<file path="config.mk">
export PLATFORM = sky130hd
export DESIGN_NAME = rpc_frame_deframer_flat
export DESIGN_NICKNAME = d
export VERILOG_FILES = /design/src/design/frd_pkg.sv /design/src/design/frd_ifs.sv /design/src/design/frd_cfg_regs.sv /design/src/design/frd_parser.sv /design/src/design/frd_out_stage.sv /design/src/design/rpc_frame_deframer.sv /design/src/flat_wrapper.sv
export SDC_FILE = /design/constraint.sdc
export NUM_CORES = 1
export LEC_CHECK = 0
export ABC_AREA = 1
export BUFFER_PORTS_ARGS = -buffer_cell sky130_fd_sc_hd__buf_2
export CAP_MARGIN = 30
export CORE_MARGIN = 8
export CORE_UTILIZATION = 62
export DETAILED_ROUTE_END_ITERATION = 12
export HOLD_SLACK_MARGIN = 0.02
export PLACE_DENSITY = 0.81
export SKIP_LAST_GASP = 1
export SLEW_MARGIN = 20
export SYNTH_ARGS = -nofsm -noshare
export SYNTH_HDL_FRONTEND = slang
export SYNTH_SLANG_ARGS = --single-unit
export TNS_END_PERCENT = 10
</file>
<file path="constraint.sdc">
create_clock -name clk -period 5.8 [get_ports clk]
set_input_delay 0.87 -clock clk [delete_from_list [all_inputs] [get_ports clk]]
set_output_delay 0.87 -clock clk [all_outputs]
set_load 0.02 [all_outputs]
</file>
<file path="src/design/frd_pkg.sv">
// ----------------------------------------------------------------------------
// frd_pkg: shared types and constants of the RPC frame deframer
// Phase codes, result kinds, report status codes, register indexes and the
// structs passed between the deframer's modules.
// ----------------------------------------------------------------------------
package frd_pkg;

  localparam int unsigned DEF_MAX_ID_LEN   = 100;
  localparam int unsigned DEF_MAX_TEXT_LEN = 512;

  // start byte and end byte (2) plus the six fixed words, frame length word included (24)
  localparam int unsigned FRAME_OVERHEAD = 2 + 24;

  localparam int unsigned BYTE_W     = 8;
  localparam int unsigned FLEN_W     = 24;
  localparam int unsigned WORD_W     = 32;
  localparam int unsigned KIND_W     = 3;
  localparam int unsigned STAT_W     = 2;
  localparam int unsigned CFG_IDX_W  = 2;
  localparam int unsigned CFG_DATA_W = 24;

  localparam logic [CFG_IDX_W-1:0] CFG_START_BYTE    = 2'd0;
  localparam logic [CFG_IDX_W-1:0] CFG_END_BYTE      = 2'd1;
  localparam logic [CFG_IDX_W-1:0] CFG_MAX_FRAME_LEN = 2'd2;

  localparam logic [BYTE_W-1:0] RST_START_BYTE    = 8'd2;
  localparam logic [BYTE_W-1:0] RST_END_BYTE      = 8'd3;
  localparam logic [FLEN_W-1:0] RST_MAX_FRAME_LEN = 24'd65536;

  localparam logic [KIND_W-1:0] KIND_ID     = 3'd0;
  localparam logic [KIND_W-1:0] KIND_METHOD = 3'd1;
  localparam logic [KIND_W-1:0] KIND_ECODE  = 3'd2;
  localparam logic [KIND_W-1:0] KIND_TEXT   = 3'd3;
  localparam logic [KIND_W-1:0] KIND_PAYLD  = 3'd4;
  localparam logic [KIND_W-1:0] KIND_REPORT = 3'd5;

  localparam logic [STAT_W-1:0] STAT_OK       = 2'd0;
  localparam logic [STAT_W-1:0] STAT_BAD_END  = 2'd1;
  localparam logic [STAT_W-1:0] STAT_LEN_BAD  = 2'd2;
  localparam logic [STAT_W-1:0] STAT_TOO_LONG = 2'd3;

  typedef enum logic [3:0] {
    PH_HUNT    = 4'd0,
    PH_FLEN    = 4'd1,
    PH_IDLEN   = 4'd2,
    PH_ID      = 4'd3,
    PH_MLEN    = 4'd4,
    PH_METHOD  = 4'd5,
    PH_ECODE   = 4'd6,
    PH_TLEN    = 4'd7,
    PH_TEXT    = 4'd8,
    PH_PAYLOAD = 4'd9,
    PH_CSUM    = 4'd10,
    PH_END     = 4'd11,
    PH_SKIP    = 4'd12
  } phase_t;

  typedef struct packed {
    logic [BYTE_W-1:0] start_byte;
    logic [BYTE_W-1:0] end_byte;
    logic [FLEN_W-1:0] max_frame_len;
  } cfg_t;

  typedef struct packed {
    logic [KIND_W-1:0] kind;
    logic [WORD_W-1:0] value;
    logic              last_in_field;
    logic [STAT_W-1:0] status;
  } result_t;

endpackage

</file>
<file path="src/design/frd_ifs.sv">
// ----------------------------------------------------------------------------
// frd_ifs: channel interfaces of the RPC frame deframer
// Byte input channel, result channel and register write channel, each with
// valid/ready handshake and source/sink modports.
// ----------------------------------------------------------------------------
interface frd_in_if;
  logic                        valid;
  logic                        ready;
  logic [frd_pkg::BYTE_W-1:0]  rx_byte;

  modport source (output valid, output rx_byte, input ready);
  modport sink   (input valid, input rx_byte, output ready);
endinterface

interface frd_out_if;
  logic                        valid;
  logic                        ready;
  logic [frd_pkg::KIND_W-1:0]  kind;
  logic [frd_pkg::WORD_W-1:0]  value;
  logic                        last_in_field;
  logic [frd_pkg::STAT_W-1:0]  status;

  modport source (output valid, output kind, output value, output last_in_field,
                  output status, input ready);
  modport sink   (input valid, input kind, input value, input last_in_field,
                  input status, output ready);
endinterface

interface frd_cfg_if;
  logic                            valid;
  logic                            ready;
  logic [frd_pkg::CFG_IDX_W-1:0]   index;
  logic [frd_pkg::CFG_DATA_W-1:0]  data;

  modport source (output valid, output index, output data, input ready);
  modport sink   (input valid, input index, input data, output ready);
endinterface

</file>
<file path="src/design/frd_cfg_regs.sv">
// ----------------------------------------------------------------------------
// frd_cfg_regs: configuration registers
// Start byte, end byte and longest accepted frame length, written through
// the register write channel.
// ----------------------------------------------------------------------------
module frd_cfg_regs (
  input  logic              clk,
  input  logic              rst_n,
  frd_cfg_if.sink           cfg_ch,
  output frd_pkg::cfg_t     cfg
);

  frd_pkg::cfg_t cfg_r;
  frd_pkg::cfg_t cfg_nxt;
  logic          wr_en;

  assign cfg_ch.ready = 1'b1;
  assign wr_en        = cfg_ch.valid && cfg_ch.ready;

  always_comb begin
    cfg_nxt = cfg_r;
    if (wr_en) begin
      case (cfg_ch.index)
        frd_pkg::CFG_START_BYTE:    cfg_nxt.start_byte    = cfg_ch.data[frd_pkg::BYTE_W-1:0];
        frd_pkg::CFG_END_BYTE:      cfg_nxt.end_byte      = cfg_ch.data[frd_pkg::BYTE_W-1:0];
        frd_pkg::CFG_MAX_FRAME_LEN: cfg_nxt.max_frame_len = cfg_ch.data;
        default:                    cfg_nxt = cfg_r;
      endcase
    end
  end

  always_ff @(posedge clk) begin
    if (!rst_n) begin
      cfg_r.start_byte    <= frd_pkg::RST_START_BYTE;
      cfg_r.end_byte      <= frd_pkg::RST_END_BYTE;
      cfg_r.max_frame_len <= frd_pkg::RST_MAX_FRAME_LEN;
    end else begin
      cfg_r <= cfg_nxt;
    end
  end

  assign cfg = cfg_r;

endmodule

</file>
<file path="src/design/frd_parser.sv">
// ----------------------------------------------------------------------------
// frd_parser: frame parsing state machine
// Consumes one byte per enabled cycle, tracks the frame phase, lengths and
// counts, and produces at most one tagged result for that byte.
// ----------------------------------------------------------------------------
module frd_parser #(
  parameter int unsigned MAX_ID_LEN   = frd_pkg::DEF_MAX_ID_LEN,
  parameter int unsigned MAX_TEXT_LEN = frd_pkg::DEF_MAX_TEXT_LEN
) (
  input  logic                        clk,
  input  logic                        rst_n,
  input  logic                        fire,
  input  logic [frd_pkg::BYTE_W-1:0]  rx_byte,
  input  frd_pkg::cfg_t               cfg,
  output logic                        has_res,
  output frd_pkg::result_t            res
);

  // widest possible sum of the three field lengths
  localparam int unsigned SUM_W = $clog2(MAX_ID_LEN + 2 * MAX_TEXT_LEN + 1);
  localparam int unsigned TOT_W = frd_pkg::FLEN_W + 1;
  localparam int unsigned FL_W  = frd_pkg::FLEN_W;

  frd_pkg::phase_t phase_r, phase_nxt;
  logic [FL_W-1:0]  frame_length_r, frame_length_nxt;
  logic [FL_W-1:0]  bytes_seen_r, bytes_seen_nxt;
  logic [FL_W-1:0]  field_rem_r, field_rem_nxt;
  logic [FL_W-1:0]  payload_r, payload_nxt;
  logic [23:0]      word_shift_r, word_shift_nxt;
  logic [1:0]       word_count_r, word_count_nxt;
  logic [SUM_W-1:0] length_sum_r, length_sum_nxt;
  logic [frd_pkg::STAT_W-1:0] frame_error_r, frame_error_nxt;

  logic [frd_pkg::WORD_W-1:0] w;
  logic                       word_ph;
  logic                       word_done;
  logic [FL_W-1:0]            seen_inc;
  logic                       len_over;
  logic [SUM_W-1:0]           len_nar;
  logic [TOT_W-1:0]           total;
  logic                       overrun;
  logic [FL_W-1:0]            pay_len;
  logic                       field_last;
  logic                       flen_long;
  logic                       flen_short;
  logic                       start_hit;

  assign w          = {word_shift_r, rx_byte};
  assign word_done  = (word_count_r == 2'd3);
  assign seen_inc   = bytes_seen_r + 1'b1;
  assign field_last = (field_rem_r == FL_W'(1));
  assign start_hit  = (rx_byte == cfg.start_byte);
  assign flen_long  = (w > {8'd0, cfg.max_frame_len});
  assign flen_short = (w < frd_pkg::WORD_W'(frd_pkg::FRAME_OVERHEAD));

  always_comb begin
    word_ph = phase_r inside {frd_pkg::PH_FLEN, frd_pkg::PH_IDLEN, frd_pkg::PH_MLEN,
                              frd_pkg::PH_ECODE, frd_pkg::PH_TLEN, frd_pkg::PH_CSUM};
  end

  // length word checks: against the field limit, then against the frame length
  assign len_over = (phase_r == frd_pkg::PH_IDLEN) ? (w > frd_pkg::WORD_W'(MAX_ID_LEN))
                                                  : (w > frd_pkg::WORD_W'(MAX_TEXT_LEN));
  assign len_nar  = w[SUM_W-1:0];
  assign total    = TOT_W'(frd_pkg::FRAME_OVERHEAD) + TOT_W'(length_sum_r) + TOT_W'(len_nar);
  assign overrun  = (total > {1'b0, frame_length_r});
  assign pay_len  = frame_length_r - total[FL_W-1:0];

  // next state
  always_comb begin
    phase_nxt        = phase_r;
    frame_length_nxt = frame_length_r;
    bytes_seen_nxt   = bytes_seen_r;
    field_rem_nxt    = field_rem_r;
    payload_nxt      = payload_r;
    word_shift_nxt   = word_shift_r;
    word_count_nxt   = word_count_r;
    length_sum_nxt   = length_sum_r;
    frame_error_nxt  = frame_error_r;

    if (fire) begin
      if (phase_r == frd_pkg::PH_HUNT) begin
        if (start_hit) begin
          phase_nxt        = frd_pkg::PH_FLEN;
          word_count_nxt   = 2'd0;
          frame_length_nxt = '0;
          bytes_seen_nxt   = FL_W'(1);
          length_sum_nxt   = '0;
          frame_error_nxt  = frd_pkg::STAT_OK;
          field_rem_nxt    = '0;
        end
      end else begin
        bytes_seen_nxt = seen_inc;
        if (word_ph) begin
          word_shift_nxt = w[23:0];
          word_count_nxt = word_count_r + 2'd1;
        end
        case (phase_r)
          frd_pkg::PH_FLEN: begin
            if (word_done) begin
              frame_length_nxt = w[FL_W-1:0];
              if (flen_long || flen_short) begin
                phase_nxt = frd_pkg::PH_HUNT;
              end else begin
                phase_nxt = frd_pkg::PH_IDLEN;
              end
            end
          end
          frd_pkg::PH_IDLEN, frd_pkg::PH_MLEN, frd_pkg::PH_TLEN: begin
            if (word_done) begin
              if (len_over) begin
                frame_error_nxt = frd_pkg::STAT_TOO_LONG;
                phase_nxt       = frd_pkg::PH_SKIP;
              end else if (overrun) begin
                frame_error_nxt = frd_pkg::STAT_LEN_BAD;
                phase_nxt       = frd_pkg::PH_SKIP;
              end else begin
                length_sum_nxt = length_sum_r + len_nar;
                field_rem_nxt  = FL_W'(len_nar);
                payload_nxt    = pay_len;
                case (phase_r)
                  frd_pkg::PH_IDLEN:
                    phase_nxt = (len_nar != '0) ? frd_pkg::PH_ID : frd_pkg::PH_MLEN;
                  frd_pkg::PH_MLEN:
                    phase_nxt = (len_nar != '0) ? frd_pkg::PH_METHOD : frd_pkg::PH_ECODE;
                  default: begin
                    if (len_nar != '0) begin
                      phase_nxt = frd_pkg::PH_TEXT;
                    end else begin
                      // empty text: go straight to the payload, or to the checksum if the payload is empty
                      field_rem_nxt = pay_len;
                      phase_nxt = (pay_len != '0) ? frd_pkg::PH_PAYLOAD : frd_pkg::PH_CSUM;
                    end
                  end
                endcase
              end
            end
          end
          frd_pkg::PH_ID: begin
            field_rem_nxt = field_rem_r - 1'b1;
            if (field_last) phase_nxt = frd_pkg::PH_MLEN;
          end
          frd_pkg::PH_METHOD: begin
            field_rem_nxt = field_rem_r - 1'b1;
            if (field_last) phase_nxt = frd_pkg::PH_ECODE;
          end
          frd_pkg::PH_ECODE: begin
            if (word_done) phase_nxt = frd_pkg::PH_TLEN;
          end
          frd_pkg::PH_TEXT: begin
            field_rem_nxt = field_rem_r - 1'b1;
            if (field_last) begin
              field_rem_nxt = payload_r;
              phase_nxt = (payload_r != '0) ? frd_pkg::PH_PAYLOAD : frd_pkg::PH_CSUM;
            end
          end
          frd_pkg::PH_PAYLOAD: begin
            field_rem_nxt = field_rem_r - 1'b1;
            if (field_last) phase_nxt = frd_pkg::PH_CSUM;
          end
          frd_pkg::PH_CSUM: begin
            if (word_done) phase_nxt = frd_pkg::PH_END;
          end
          frd_pkg::PH_END: begin
            phase_nxt = frd_pkg::PH_HUNT;
          end
          frd_pkg::PH_SKIP: begin
            if (seen_inc >= frame_length_r) phase_nxt = frd_pkg::PH_HUNT;
          end
          default: begin
            phase_nxt = frd_pkg::PH_HUNT;
          end
        endcase
      end
    end
  end

  // result for the current byte
  always_comb begin
    has_res           = 1'b0;
    res.kind          = frd_pkg::KIND_REPORT;
    res.value         = {24'd0, rx_byte};
    res.last_in_field = 1'b0;
    res.status        = frd_pkg::STAT_OK;
    case (phase_r)
      frd_pkg::PH_FLEN: begin
        if (word_done && (flen_long || flen_short)) begin
          has_res    = 1'b1;
          res.value  = w;
          res.status = flen_long ? frd_pkg::STAT_TOO_LONG : frd_pkg::STAT_LEN_BAD;
        end
      end
      frd_pkg::PH_ID, frd_pkg::PH_METHOD, frd_pkg::PH_TEXT, frd_pkg::PH_PAYLOAD: begin
        has_res           = 1'b1;
        res.last_in_field = field_last;
        case (phase_r)
          frd_pkg::PH_ID:     res.kind = frd_pkg::KIND_ID;
          frd_pkg::PH_METHOD: res.kind = frd_pkg::KIND_METHOD;
          frd_pkg::PH_TEXT:   res.kind = frd_pkg::KIND_TEXT;
          default:            res.kind = frd_pkg::KIND_PAYLD;
        endcase
      end
      frd_pkg::PH_ECODE: begin
        if (word_done) begin
          has_res           = 1'b1;
          res.kind          = frd_pkg::KIND_ECODE;
          res.value         = w;
          res.last_in_field = 1'b1;
        end
      end
      frd_pkg::PH_END: begin
        has_res    = 1'b1;
        res.value  = {8'd0, frame_length_r};
        res.status = (rx_byte == cfg.end_byte) ? frd_pkg::STAT_OK : frd_pkg::STAT_BAD_END;
      end
      frd_pkg::PH_SKIP: begin
        if (seen_inc >= frame_length_r) begin
          has_res    = 1'b1;
          res.value  = {8'd0, frame_length_r};
          res.status = frame_error_r;
        end
      end
      default: begin
        has_res = 1'b0;
      end
    endcase
  end

  always_ff @(posedge clk) begin
    if (!rst_n) begin
      phase_r        <= frd_pkg::PH_HUNT;
      frame_length_r <= '0;
      bytes_seen_r   <= '0;
      field_rem_r    <= '0;
      payload_r      <= '0;
      word_shift_r   <= '0;
      word_count_r   <= '0;
      length_sum_r   <= '0;
      frame_error_r  <= frd_pkg::STAT_OK;
    end else begin
      phase_r        <= phase_nxt;
      frame_length_r <= frame_length_nxt;
      bytes_seen_r   <= bytes_seen_nxt;
      field_rem_r    <= field_rem_nxt;
      payload_r      <= payload_nxt;
      word_shift_r   <= word_shift_nxt;
      word_count_r   <= word_count_nxt;
      length_sum_r   <= length_sum_nxt;
      frame_error_r  <= frame_error_nxt;
    end
  end

  // a frame report always sends the parser back to hunting
  a_report_ends_frame: assert property (@(posedge clk) disable iff (!rst_n)
    (fire && has_res && res.kind == frd_pkg::KIND_REPORT) |=> (phase_r == frd_pkg::PH_HUNT))
    else $error("report without return to hunting");

  // data results carry no status
  a_data_status_ok: assert property (@(posedge clk) disable iff (!rst_n)
    (has_res && res.kind != frd_pkg::KIND_REPORT) |-> (res.status == frd_pkg::STAT_OK))
    else $error("status set on a data result");

  // partial words only exist inside word phases
  a_word_count_phase: assert property (@(posedge clk) disable iff (!rst_n)
    (word_count_r != 2'd0) |-> (phase_r == frd_pkg::PH_FLEN || phase_r == frd_pkg::PH_IDLEN ||
      phase_r == frd_pkg::PH_MLEN || phase_r == frd_pkg::PH_ECODE ||
      phase_r == frd_pkg::PH_TLEN || phase_r == frd_pkg::PH_CSUM))
    else $error("word count left over outside a word phase");

  // a skipped frame is entered before its declared end
  a_skip_in_frame: assert property (@(posedge clk) disable iff (!rst_n)
    (phase_r == frd_pkg::PH_SKIP) |-> (bytes_seen_r < frame_length_r))
    else $error("skip phase past end of frame");

endmodule

</file>
<file path="src/design/frd_out_stage.sv">
// ----------------------------------------------------------------------------
// frd_out_stage: result register
// Holds one result item until the sink takes it; loads a new one whenever
// the register is empty or being emptied in the same cycle.
// ----------------------------------------------------------------------------
module frd_out_stage (
  input  logic              clk,
  input  logic              rst_n,
  input  logic              load,
  input  logic              has_res,
  input  frd_pkg::result_t  res,
  output logic              can_load,
  frd_out_if.source         out_ch
);

  logic             valid_r, valid_nxt;
  frd_pkg::result_t data_r, data_nxt;

  assign can_load = !valid_r || out_ch.ready;

  always_comb begin
    valid_nxt = valid_r;
    data_nxt  = data_r;
    if (load) begin
      valid_nxt = has_res;
      data_nxt  = res;
    end else if (out_ch.ready) begin
      valid_nxt = 1'b0;
    end
  end

  always_ff @(posedge clk) begin
    if (!rst_n) begin
      valid_r <= 1'b0;
    end else begin
      valid_r <= valid_nxt;
    end
  end

  always_ff @(posedge clk) begin
    data_r <= data_nxt;
  end

  assign out_ch.valid         = valid_r;
  assign out_ch.kind          = data_r.kind;
  assign out_ch.value         = data_r.value;
  assign out_ch.last_in_field = data_r.last_in_field;
  assign out_ch.status        = data_r.status;

endmodule

</file>
<file path="src/design/rpc_frame_deframer.sv">
// ----------------------------------------------------------------------------
// rpc_frame_deframer: byte-serial deframer for length-prefixed RPC frames
// Hunts for the start byte, parses the frame fields and emits tagged field
// items followed by one report item per frame.
// ----------------------------------------------------------------------------
// The block takes one received byte per clock and gives at most one result
// per byte: a sustained rate of one byte per cycle whenever the result side
// keeps up. A byte passes an input register, one pass of the parsing state
// machine and the result register before its result is on the result channel.
// A result waiting in the result register does not stop the next byte from
// entering; only a full result register that is not being taken holds the
// pipeline. Configuration writes are taken in any cycle and are meant to
// happen while no frame is in flight.
module rpc_frame_deframer #(
  parameter int unsigned MAX_ID_LEN   = frd_pkg::DEF_MAX_ID_LEN,
  parameter int unsigned MAX_TEXT_LEN = frd_pkg::DEF_MAX_TEXT_LEN
) (
  input  logic        clk,
  input  logic        rst_n,
  frd_in_if.sink      in_ch,
  frd_out_if.source   out_ch,
  frd_cfg_if.sink     cfg_ch
);

  logic                        in_valid_r, in_valid_nxt;
  logic [frd_pkg::BYTE_W-1:0]  in_byte_r, in_byte_nxt;
  logic                        advance;
  logic                        can_load;
  logic                        has_res;
  frd_pkg::result_t            res;
  frd_pkg::cfg_t               cfg;

  // advance the held byte into the parser when the result register can load
  assign advance     = in_valid_r && can_load;
  assign in_ch.ready = !in_valid_r || advance;

  always_comb begin
    in_valid_nxt = in_valid_r;
    in_byte_nxt  = in_byte_r;
    if (in_ch.ready) begin
      in_valid_nxt = in_ch.valid;
      in_byte_nxt  = in_ch.rx_byte;
    end
  end

  always_ff @(posedge clk) begin
    if (!rst_n) begin
      in_valid_r <= 1'b0;
    end else begin
      in_valid_r <= in_valid_nxt;
    end
  end

  always_ff @(posedge clk) begin
    in_byte_r <= in_byte_nxt;
  end

  frd_cfg_regs u_cfg (
    .clk    (clk),
    .rst_n  (rst_n),
    .cfg_ch (cfg_ch),
    .cfg    (cfg)
  );

  frd_parser #(
    .MAX_ID_LEN   (MAX_ID_LEN),
    .MAX_TEXT_LEN (MAX_TEXT_LEN)
  ) u_parser (
    .clk     (clk),
    .rst_n   (rst_n),
    .fire    (advance),
    .rx_byte (in_byte_r),
    .cfg     (cfg),
    .has_res (has_res),
    .res     (res)
  );

  frd_out_stage u_out (
    .clk      (clk),
    .rst_n    (rst_n),
    .load     (advance),
    .has_res  (has_res),
    .res      (res),
    .can_load (can_load),
    .out_ch   (out_ch)
  );

endmodule
</file>
<file path="src/flat_wrapper.sv">
// flat-port wrapper written by rule: the top's interface ports become plain ports
module rpc_frame_deframer_flat 
#(
  parameter int unsigned MAX_ID_LEN   = frd_pkg::DEF_MAX_ID_LEN,
  parameter int unsigned MAX_TEXT_LEN = frd_pkg::DEF_MAX_TEXT_LEN
)
  (clk, rst_n, in_ch_valid, in_ch_rx_byte, in_ch_ready, out_ch_valid, out_ch_kind, out_ch_value, out_ch_last_in_field, out_ch_status, out_ch_ready, cfg_ch_valid, cfg_ch_index, cfg_ch_data, cfg_ch_ready);
  frd_in_if in_ch_i ();
  frd_out_if out_ch_i ();
  frd_cfg_if cfg_ch_i ();
  input  logic clk;
  input  logic rst_n;
  input wire logic [$bits(in_ch_i.valid)-1:0] in_ch_valid;
  input wire logic [$bits(in_ch_i.rx_byte)-1:0] in_ch_rx_byte;
  output wire logic [$bits(in_ch_i.ready)-1:0] in_ch_ready;
  output wire logic [$bits(out_ch_i.valid)-1:0] out_ch_valid;
  output wire logic [$bits(out_ch_i.kind)-1:0] out_ch_kind;
  output wire logic [$bits(out_ch_i.value)-1:0] out_ch_value;
  output wire logic [$bits(out_ch_i.last_in_field)-1:0] out_ch_last_in_field;
  output wire logic [$bits(out_ch_i.status)-1:0] out_ch_status;
  input wire logic [$bits(out_ch_i.ready)-1:0] out_ch_ready;
  input wire logic [$bits(cfg_ch_i.valid)-1:0] cfg_ch_valid;
  input wire logic [$bits(cfg_ch_i.index)-1:0] cfg_ch_index;
  input wire logic [$bits(cfg_ch_i.data)-1:0] cfg_ch_data;
  output wire logic [$bits(cfg_ch_i.ready)-1:0] cfg_ch_ready;
  assign in_ch_i.valid = in_ch_valid;
  assign in_ch_i.rx_byte = in_ch_rx_byte;
  assign in_ch_ready = in_ch_i.ready;
  assign out_ch_valid = out_ch_i.valid;
  assign out_ch_kind = out_ch_i.kind;
  assign out_ch_value = out_ch_i.value;
  assign out_ch_last_in_field = out_ch_i.last_in_field;
  assign out_ch_status = out_ch_i.status;
  assign out_ch_i.ready = out_ch_ready;
  assign cfg_ch_i.valid = cfg_ch_valid;
  assign cfg_ch_i.index = cfg_ch_index;
  assign cfg_ch_i.data = cfg_ch_data;
  assign cfg_ch_ready = cfg_ch_i.ready;
  rpc_frame_deframer #(.MAX_ID_LEN(MAX_ID_LEN), .MAX_TEXT_LEN(MAX_TEXT_LEN)) u_core (.clk(clk), .rst_n(rst_n), .in_ch(in_ch_i), .out_ch(out_ch_i), .cfg_ch(cfg_ch_i));
endmodule
</file>
Word-level counts from Yosys, hierarchy flattened
Cells that the tools add are included.

operators by class
  bitwise logic cells = 3
  eq/ne operators = 32
  $add $sub $neg = 7
  multiplexer cells = 68
  order comparisons = 6
  reduce and logical (&&, ||, !) cells = 37

operator list
  operator               count
  $mux 24                14
  $pmux 32 s4            1
  $pmux 24 s3            1
  $mux 11                6
  $mux 4                 13
  $reduce_bool 24->1     2
  $mux 36                1
  $pmux 4 s9             1
  $gt 32x10->1 const B   1
  $gt 32x24->1           1
  $gt 32x7->1 const B    1
  $lt 32x5->1 const B    1
  $mux 32                1
  $mux 2                 15
  $add 24x1->24 const B  1
  $eq 24x1->1 const B    1
  $ge 24x24->1           1
  $gt 13x24->1           1
  $ne 3x3->1 const B     8
  $sub 24x1->24 const B  1
  $sub 24x13->24         1
  $eq 4x4->1 const B     5
  $reduce_and 6->1       3
  $eq 4x3->1 const B     4
  40 further kinds       68

storage, ports and cells
  register bits = 227
  output and inout bits = 41
  input bits = 39

Logic depth before layout (Yosys ltp)
Gate-level depths: netlist (run 1).

  depth after elaboration = 12
  mapped depth = 35
  gate-level depth less buffers = 34

Cells and area by module
A second synthesis (run 1) with hierarchy kept.

second synthesis, totals
  cells, all modules = 2034
  area total of the unflattened synthesis = 14515.2 sq um

modules (own cells, without submodules)
  module              times used  cells each  seq. area each (sq um)  area each (sq um)
  frd_parser          1           1719        2782.7                  11370.9
  frd_cfg_regs        1           253         800.8                   1661.6
  frd_out_stage       1           46          1161.1                  1188.6
  rpc_frame_deframer  1           16          260.2                   294.0

Worst setup path before layout (run 1)
Ideal clock, no wire load.

  path kind = register -> register
  from = reg u_core.in_byte_r[4] in the netlist's numbering
  to = reg u_core.u_parser.field_rem_r[11]
  period minus slack after synthesis = 3973 ps
  setup time = 128 ps
  path slack = 1827 ps
  stages on the path, launching flop included = 27
  path buffers = 1
  data arrival time = 3846 ps
  path through = edfxtp_1 > inv_2 > ha_1 > inv_1 > ha_1 > inv_1 > o31ai_1 > nand2_1 > nand3_1 > nand2_1 > nand2_1 > a21oi_1 > xor2_1 > ha_1 > a21oi_1 > nand2_1 > a21oi_1 > nand3b_1 > inv_1 > nand4_1 > nand2_2 > nand2_1 > nand2_1 > inv_2 > buf_4 > o21ai_0 > a21oi_1

between the ends
  cells in the longest elaborated chain, start to end = 9
  elaborated cells on any way between the ends = 19
  classes of those cells = add/sub (2); order compare (3); eq/ne (4); mux (8); reduce/logical (2)

ends and longest elaborated chain
  item                    RTL line                  source
  from (decl)             rpc_frame_deframer.sv:26  logic [frd_pkg::BYTE_W-1:0] in_byte_r, in_byte_nxt;
  from (signal assigned)  rpc_frame_deframer.sv:55  in_byte_r <= in_byte_nxt;
  $add 12x11->13          frd_parser.sv:65          assign total = TOT_W'(frd_pkg::FRAME_OVERHEAD) + TOT_W'(length_sum_r) + TOT_W'(len_nar);
  $sub 24x13->24          frd_parser.sv:67          assign pay_len = frame_length_r - total[FL_W-1:0];
  $mux 24                 frd_parser.sv:127         if (len_nar != '0) begin
  $mux 24                 frd_parser.sv:121         case (phase_r)
  $mux 24                 frd_parser.sv:114         end else if (overrun) begin
  $mux 24                 frd_parser.sv:111         if (len_over) begin
  $mux 24                 frd_parser.sv:110         if (word_done) begin
  $pmux 24 s3             frd_parser.sv:98          case (phase_r)
  $mux 24                 frd_parser.sv:82          if (phase_r == frd_pkg::PH_HUNT) begin
  to (signal assigned)    frd_parser.sv:244         field_rem_r <= field_rem_nxt;
  to (decl)               frd_parser.sv:27          logic [FL_W-1:0] field_rem_r, field_rem_nxt;

Parallel ways exist; a longest one is shown, timed or not. The select of a mux whose other input is x is not followed.
A chain may end at the register's enable or synchronous reset.

Worst setup path after layout (run 1)
  from = reg u_core.in_byte_r[3] in the netlist's numbering
  to = reg u_core.u_parser.length_sum_r[5]

between the ends
  cells in the longest elaborated chain, start to end = 6
  elaborated cells on any way between the ends = 16
  classes of those cells = add/sub (2); order compare (3); eq/ne (4); mux (6); reduce/logical (1)

ends and longest elaborated chain
  item                                                  RTL line           source
  branches (longest 6 deep; another with $gt 13x24->1)  --
  to (signal assigned)                                  frd_parser.sv:248  length_sum_r <= length_sum_nxt;
  to (decl)                                             frd_parser.sv:31   logic [SUM_W-1:0] length_sum_r, length_sum_nxt;

Parallel ways; which one is timed is not known. The select of a mux whose other input is x is not followed.

==> results of run 1 <==
==> report_power, final <==
group / switching (mW) / total (mW) / internal [mW]
combinational: 0.172 / 0.256 / 0.0838
clock: 0.657 / 1.56 / 0.903
sequential: 0.0153 / 1.65 / 1.63
==> cell families (layout without fill, tap and decap cells) <==
family / after synthesis / count (layout) / share of synthesized area, %
compound gates: 449 / 449 / 18.27
xor+xnor: 68 / 68 / 4.360
fa+ha+maj: 95 / 95 / 8.809
buf+inv: 320 / 393 / 9.077
flops: 227 / 227 / 35.74
other cells: 1 / 1 / 0.02678
simple gates: 754 / 754 / 23.72
==> registers in the layout, indices dropped and copies added, names as in the netlist <==
register                           flops
u_core.in_valid_r                      1
u_core.u_parser.payload_r             24
u_core.u_out.out_ch.valid              1
u_core.u_parser.frame_error_r          2
u_core.u_out.out_ch.kind               3
u_core.u_out.out_ch.last_in_field      1
u_core.u_out.out_ch.value             32
u_core.u_parser.length_sum_r          11
u_core.u_parser.field_rem_r           24
u_core.u_parser.phase_r                4
u_core.u_parser.frame_length_r        24
u_core.u_cfg.cfg                      40
u_core.u_parser.word_count_r           2
u_core.in_byte_r                       8
u_core.u_parser.bytes_seen_r          24
u_core.u_out.out_ch.status             2
u_core.u_parser.word_shift_r          24
==> critical path, stage by stage (launching register included) <==
cell      delay [ps]
edfxtp_1         600
inv_1            260
fa_1             590
inv_1             70
o31ai_1          440
nand2_1          100
nand3_1          120
nand2_1           60
nand2_1           50
a21oi_1           70
xor2_1           150
ha_1             350
a21oi_1          220
nand2_1          100
a21oi_1          180
nand3b_1         130
inv_1             90
nand4_1          100
nand2_2          160
inv_2             80
o21ai_2          610
inv_1            160
o21ai_0          200
nor2_1            50
==> metal layers <==
metal	wire [um]	vias to the layer above
met5	0	-
li1	-	6499
met4	1962	0
met1	17320	6346
met3	3440	150
met2	19650	610
==> cell usage after synthesis, types with 4 or more instances <==
cell type,count,area share [%]
nand2_1,358,9.6
inv_1,236,6.3
nor2_1,199,5.3
dfxtp_1,181,26
a21oi_1,178,6.4
o21ai_0,155,5.5
ha_1,89,8.0
nand3_1,79,2.8
edfxtp_1,46,9.9
xor2_1,37,2.3
a22oi_1,35,1.9
clkbuf_1,35,0.94
xnor2_1,29,1.8
nand4_1,28,1.3
nor3_1,22,0.79
buf_2,19,0.68
inv_2,19,0.51
nor2_2,15,0.67
o211ai_1,14,0.75
o22ai_1,12,0.54
a31oi_1,10,0.45
nor4_1,9,0.40
nand2_2,8,0.36
o221ai_1,8,0.50
a211oi_1,7,0.38
nor3_2,7,0.50
or2_2,7,0.31
fa_1,6,0.86
nand3_2,5,0.36
nor2_4,5,0.40
a21oi_2,4,0.25
buf_6,4,0.32
o21ai_1,4,0.14
o31ai_1,4,0.21
==> through the flow <==
step / cells / utilization [%] / setup WS, ps
floorplan: 1914 / - / 1827
detailed placement: 2229 / 65.03 / 849.3
global route: 2272 / 68.59 / 281.8
global placement: 2225 / 64.79 / 980.3
finish: 2272 / 68.59 / 739.0
CTS: 2272 / 68.59 / 811.4
==> path summary, 6_finish.rpt <==
path / start / endpoint / slack [ps] / cells past startpoint
min reg2reg: u_core.u_parser.frame_error_r[1] / u_core.u_parser.frame_error_r[1] / 470 / 2
max reg2reg: u_core.in_byte_r[3] / u_core.u_parser.length_sum_r[5] / 740 / 23
max: u_core.in_byte_r[3] / u_core.u_parser.length_sum_r[5] / 740 / 23
min: u_core.u_parser.frame_error_r[1] / u_core.u_parser.frame_error_r[1] / 470 / 2
==> layout make-up <==
class                           instances  area [um^2]  share of cell area [%]
Tap cell                              285        356.6                   2.317
Clock inverter                         12        131.4                  0.8538
Clock buffer                           31        666.9                   4.334
Sequential cell                       227         5005                   32.53
Multi-Input combinational cell       1367         7731                   50.24
Inverter                              256        960.9                   6.245
Timing Repair Buffer                   94        535.5                   3.480
==> impl_metrics.csv, run 1 <==
group,metric,value,unit
outcome,status,"finished clean",
power_and_ir_drop,total_leakage_power,6.959,nW
timing,finalSetupTns,0,ps
routing,antenna_left,0,
synth,ys_ff_latch,227,
timing,final_max_slew_viol_count,0,
synth,synth.distinct_cells,60,
clock_network,clock_latency,550,ps
floorplanning,die_y,166.3,um
floorplanning,die_w,166.3,um
routing,finalWirelength,42370,um
timing,grt_setup_unrepaired,"no",
layout,final_cell_mix,"nand2_1, inv_1, nor2_1",
clock_network,cts_setup_buffers,0,
layout,diodes,0,
clock_network,cts_resized,0,
floorplanning,rows,55,
floorplanning,boundaryPins,80,
grt,use_met2,49.93,%
floorplanning,start_util,62.43,%
timing,period_minus_slack,5061,ps
timing,setup_viol,0,
worst_setup_path,end_kind,"flip-flop",
worst_setup_path,crit_required,6240,ps
worst_setup_path,worstSetupStartpointType,"flip-flop",
place,dp_hpwl,31540,um
timing,fin_skew,27.49,ps
floorplanning,coreArea,0.02243,mm^2
place,io_buffers,78,
grt,grt_max_degree,105,
grt,grt_usage,29.54,%
grt,grt_overflow_total,0,
layout,drive_above_1_share,10.77,%
routing,firstDrtPassIters,6,
routing,wl_per_cell,18.65,um
routing,vias,13610,
synth,syn-cell-area,0.01400,mm^2
grt,busiest_layer,"met2",
clock_network,htreeDepth,1,
worst_setup_path,crit_arrival,5500,ps
timing,max-slew-margin-rel,36.87,%
grt,use_met1,36.82,%
floorplanning,dieArea,0.02765,mm^2
routing,drt-initial-drc-count,1266,
synth,syn_nets,2048,
layout,design_area,0.01539,mm^2
power_and_ir_drop,cellPowerDensity,225.2,mW/mm^2
grt,grt_pass1_wl,67190,um
worst_setup_path,cp_max_fo,15,
hold_path,hp-class,"flip-flop to flip-flop",
layout,final_common_cell,"nand2_1",
place,placed_cell_area,0.01459,mm^2
layout,n_fill_cell,1928,
clock_network,clockBufferDepth,3,
synth,synth_edf_count,46,
power_and_ir_drop,ir_drop,0.2495,mV
place,place_congestion,0.9348,
timing,max_freq,197.6,MHz
flow_run,drv_cap,0,
grt,antenna_found_initial,0,
routing,drc,0,
clock_network,numClockSinks,227,
synth,synth_warnings,0,
routing,vias_per_cell,5.988,
worst_setup_path,critPathKind,"flip-flop to flip-flop",
synth,ys_async_sr_fraction,0,%
clock_network,clk_pin_slew,60,ps
timing,hold_violations,0,
synth,syn_inst,1914,
grt,grt_pass1_vias,12970,
layout,num-nets-final,2104,
timing,post-route-period-util,87.26,%
timing,worstMarginPinSlew,947.0,ps
clock_network,postCtsHoldBufs,0,
synth,syn_avg_cell_area,7.317,um^2
synth,ys_seq_area_share,35.74,%
clock_network,cts_buffers,24,
power_and_ir_drop,design_power_total,3.466,mW
grt,met3_usage,4.350,%
timing,hold_ws,465.2,ps
synth,ys.flop_type,"dfxtp_1",
clock_network,cts-root-buf,"clkbuf_16",
clock_network,cts_tree,"built",
layout,syn_to_final_growth,9.873,%
Note: power is estimated with default switching activity, not from simulation.
==> run 2: changes to the inputs <==
- ABC_AREA: 1 -> not set
==> impl_metrics.csv, run 2 <==
group,metric,value,unit
timing,max-slew-margin-rel,29.82,%
flow_run,drv_cap,0,
grt,antenna_found_initial,0,
routing,vias,12890,
place,place_worst_setup_slack,164.1,ps
grt,grt_overflow_total,0,
place,dp_hpwl,29290,um
routing,drc,0,
place,placed_cell_area,0.01457,mm^2
grt,use_met1,34.89,%
worst_setup_path,critPathKind,"flip-flop to flip-flop",
synth,syn-cell-area,0.01392,mm^2
synth,ys_top_cells_by_area,"dfxtp_1, edfxtp_1, ha_1",
synth,synth-simple-area-share,21.98,%
floorplanning,boundaryPins,80,
timing,finalSetupTns,0,ps
power_and_ir_drop,ir_drop,0.2707,mV
layout,postLayoutCoreUtil,69.16,%
clock_network,cts_tree,"built",
layout,design_area,0.01547,mm^2
worst_setup_path,crit_required,6270,ps
layout,multi_input_area,0.008208,mm^2
power_and_ir_drop,design_power_total,3.553,mW
synth,syn_nets,1824,
power_and_ir_drop,p_sw_share,23.50,%
power_and_ir_drop,power_frac_seq,46.2,%
place,io_buffers,78,
routing,antenna_left,0,
worst_setup_path,worstSetupStartpointType,"flip-flop",
routing,drt-initial-drc-count,1104,
grt,met3_usage,4.374,%
layout,final_cell_mix,"nand2_1, dfxtp_1, nor2_1",
layout,final_common_cell,"nand2_1",
place,place_inst,1994,
floorplanning,dieArea,0.02749,mm^2
grt,busiest_layer,"met2",
grt,grt_max_degree,98,
synth,syn_inst,1690,
timing,post-route-period-util,93.77,%
layout,regArea,0.005006,mm^2
power_and_ir_drop,comb_power_share,6.8,%
worst_setup_path,cp_max_fo,8,
power_and_ir_drop,p_switching,834.8,uW
synth,synth_adder_area_share,8.865,%
synth,syn_avg_cell_area,8.234,um^2
routing,vias_per_cell,6.314,
synth,synth_mux_area_share,1.609,%
grt,grt_pass1_vias,12470,
hold_path,hp-class,"flip-flop to flip-flop",
timing,fin_skew,20.23,ps
synth,ys.flop_type,"dfxtp_1",
clock_network,clockBufferDepth,3,
synth,synth_common_cells,"nand2_1, dfxtp_1, nor2_1",
timing,fin_ws,361.6,ps
grt,grt_usage,28.42,%
power_and_ir_drop,clkPwrFrac,47.1,%
clock_network,clk_pin_slew,70,ps
clock_network,numClockSinks,227,
timing,setup_viol,0,
synth,ys_ff_latch,227,
worst_setup_path,crit_arrival,5910,ps
synth,synth_top_family_by_area,"simple AND/OR/NAND/NOR gates",
clock_network,cts-root-buf,"clkbuf_16",
timing,worstMarginPinSlew,1043,ps
floorplanning,die_y,165.8,um
layout,n_fill_cell,1812,
timing,final_max_slew_viol_count,0,
power_and_ir_drop,total_leakage_power,6.310,nW
timing,hold_ws,453.9,ps
hold_path,hold_depth,2,
power_and_ir_drop,cellPowerDensity,229.7,mW/mm^2
clock_network,htreeDepth,1,
synth,ys_async_sr_fraction,0,%
synth,synth_edf_count,46,
layout,num-nets-final,1872,
synth,synth_warnings,0,
grt,grt_pass1_wl,64580,um
layout,syn_to_final_growth,11.16,%
routing,wl_per_cell,19.87,um
routing,firstDrtPassIters,5,
synth,yosysMostFrequentCell,"nand2_1",
timing,max_freq,183.9,MHz
floorplanning,die_w,165.8,um
synth,synth_compound_area_share,21.01,%
timing,grt_setup_unrepaired,"no",
timing,period_minus_slack,5438,ps
layout,largest_reg_flops,40,
layout,finalNonFillerCells,2041,
floorplanning,rows,55,
routing,finalWirelength,40550,um
worst_setup_path,end_kind,"flip-flop",
power_and_ir_drop,cellInternalPower,2.718,mW
layout,drive_above_1_share,11.85,%
clock_network,cts_buffers,25,
floorplanning,coreArea,0.02237,mm^2
synth,synth_top_cell_by_area,"dfxtp_1",
synth,synth.top_cell.area_share,26.04,%
layout,diodes,0,
grt,use_met2,47.90,%
floorplanning,start_util,62.22,%
clock_network,postCtsHoldBufs,0,
outcome,status,"finished clean",
synth,synth_xor_area_share,5.287,%
timing,hold_violations,0,
synth,synth.distinct_cells,96,
worst_setup_path,worstRegToRegCells,20,
clock_network,clock_latency,540,ps
place,place_congestion,0.9398,
synth,ys_seq_area_share,35.96,%
run 2: cell types whose count changed after synthesis, moves of 18 or more:
cell	change
a21oi_1	-29
clkbuf_1	+39
a211oi_1	+20
inv_2	-18
nand2_1	-140
mux2i_1	+19
inv_1	-151
nand3_1	-29
nor2_1	-29
or3_1	+18
o21ai_0	-75
nor3_1	+21
xnor2_1	+23
run 2: power groups by stage:
stage / Sequential (mW) / Clock [mW] / Combinational [mW]
after global placement: 1.67 / 0 / 0.227
after floorplan: 1.69 / 0 / 0.147
final: 1.64 / 1.67 / 0.240
after detailed placement: 1.67 / 0 / 0.234
after global routing: 1.64 / 1.74 / 0.262
after CTS: 1.64 / 1.68 / 0.236
run 2: worst max-delay path, stage by stage (launching register included):
cell and delay (ps):
edfxtp_1 410, ha_1 240, inv_1 80, fa_1 460, a21oi_1 240, o21ai_0 180
o21ai_0 110, a21oi_1 80, nor2_1 190, o21ai_0 160, or3_1 390, ha_1 410
a21oi_2 260, nor2b_1 90, a221o_1 370, nor2_2 180, nand2_1 120, xnor2_1 180
or4_1 510, or4_1 540, a31oi_1 160
run 2: final timing paths:
path,from,to,slack [ps]
max,u_core.in_byte_r[2],u_core.u_parser.phase_r[1],360
min,u_core.u_cfg.cfg[2],u_core.u_cfg.cfg[2],450
max reg2reg,u_core.in_byte_r[2],u_core.u_parser.phase_r[1],360
min reg2reg,u_core.u_cfg.cfg[2],u_core.u_cfg.cfg[2],450
run 2: per-layer routing:
metal | share of wire [%] | vias up
li1 | - | 6130
met1 | 40 | 6089
met2 | 47 | 538
met3 | 7.7 | 129
met4 | 5.0 | 0
met5 | 0 | -
run 2: timing repair:
item	4_1_cts	5_1_grt
gates resized for setup	0	7
endpoints found under the setup margin	0	54
buffers inserted	0	1
run 2: cell type report:
| type | instances | area share (%) |
|---|---|---|
| multi-input cells | 1281 | 53.06 |
| flip-flops and latches | 227 | 32.36 |
| repair buffers | 116 | 4.635 |
| clock buffers | 30 | 4.360 |
| well taps | 285 | 2.305 |
| inverters | 87 | 2.127 |
| clock inverters | 15 | 1.149 |
run 2: cell families after synthesis:
kind of cell    Yosys count
flops                   227
buf+inv                 182
compound gates          439
mux                      22
simple gates            640
other cells               1
xor+xnor                 84
fa+ha+maj                95
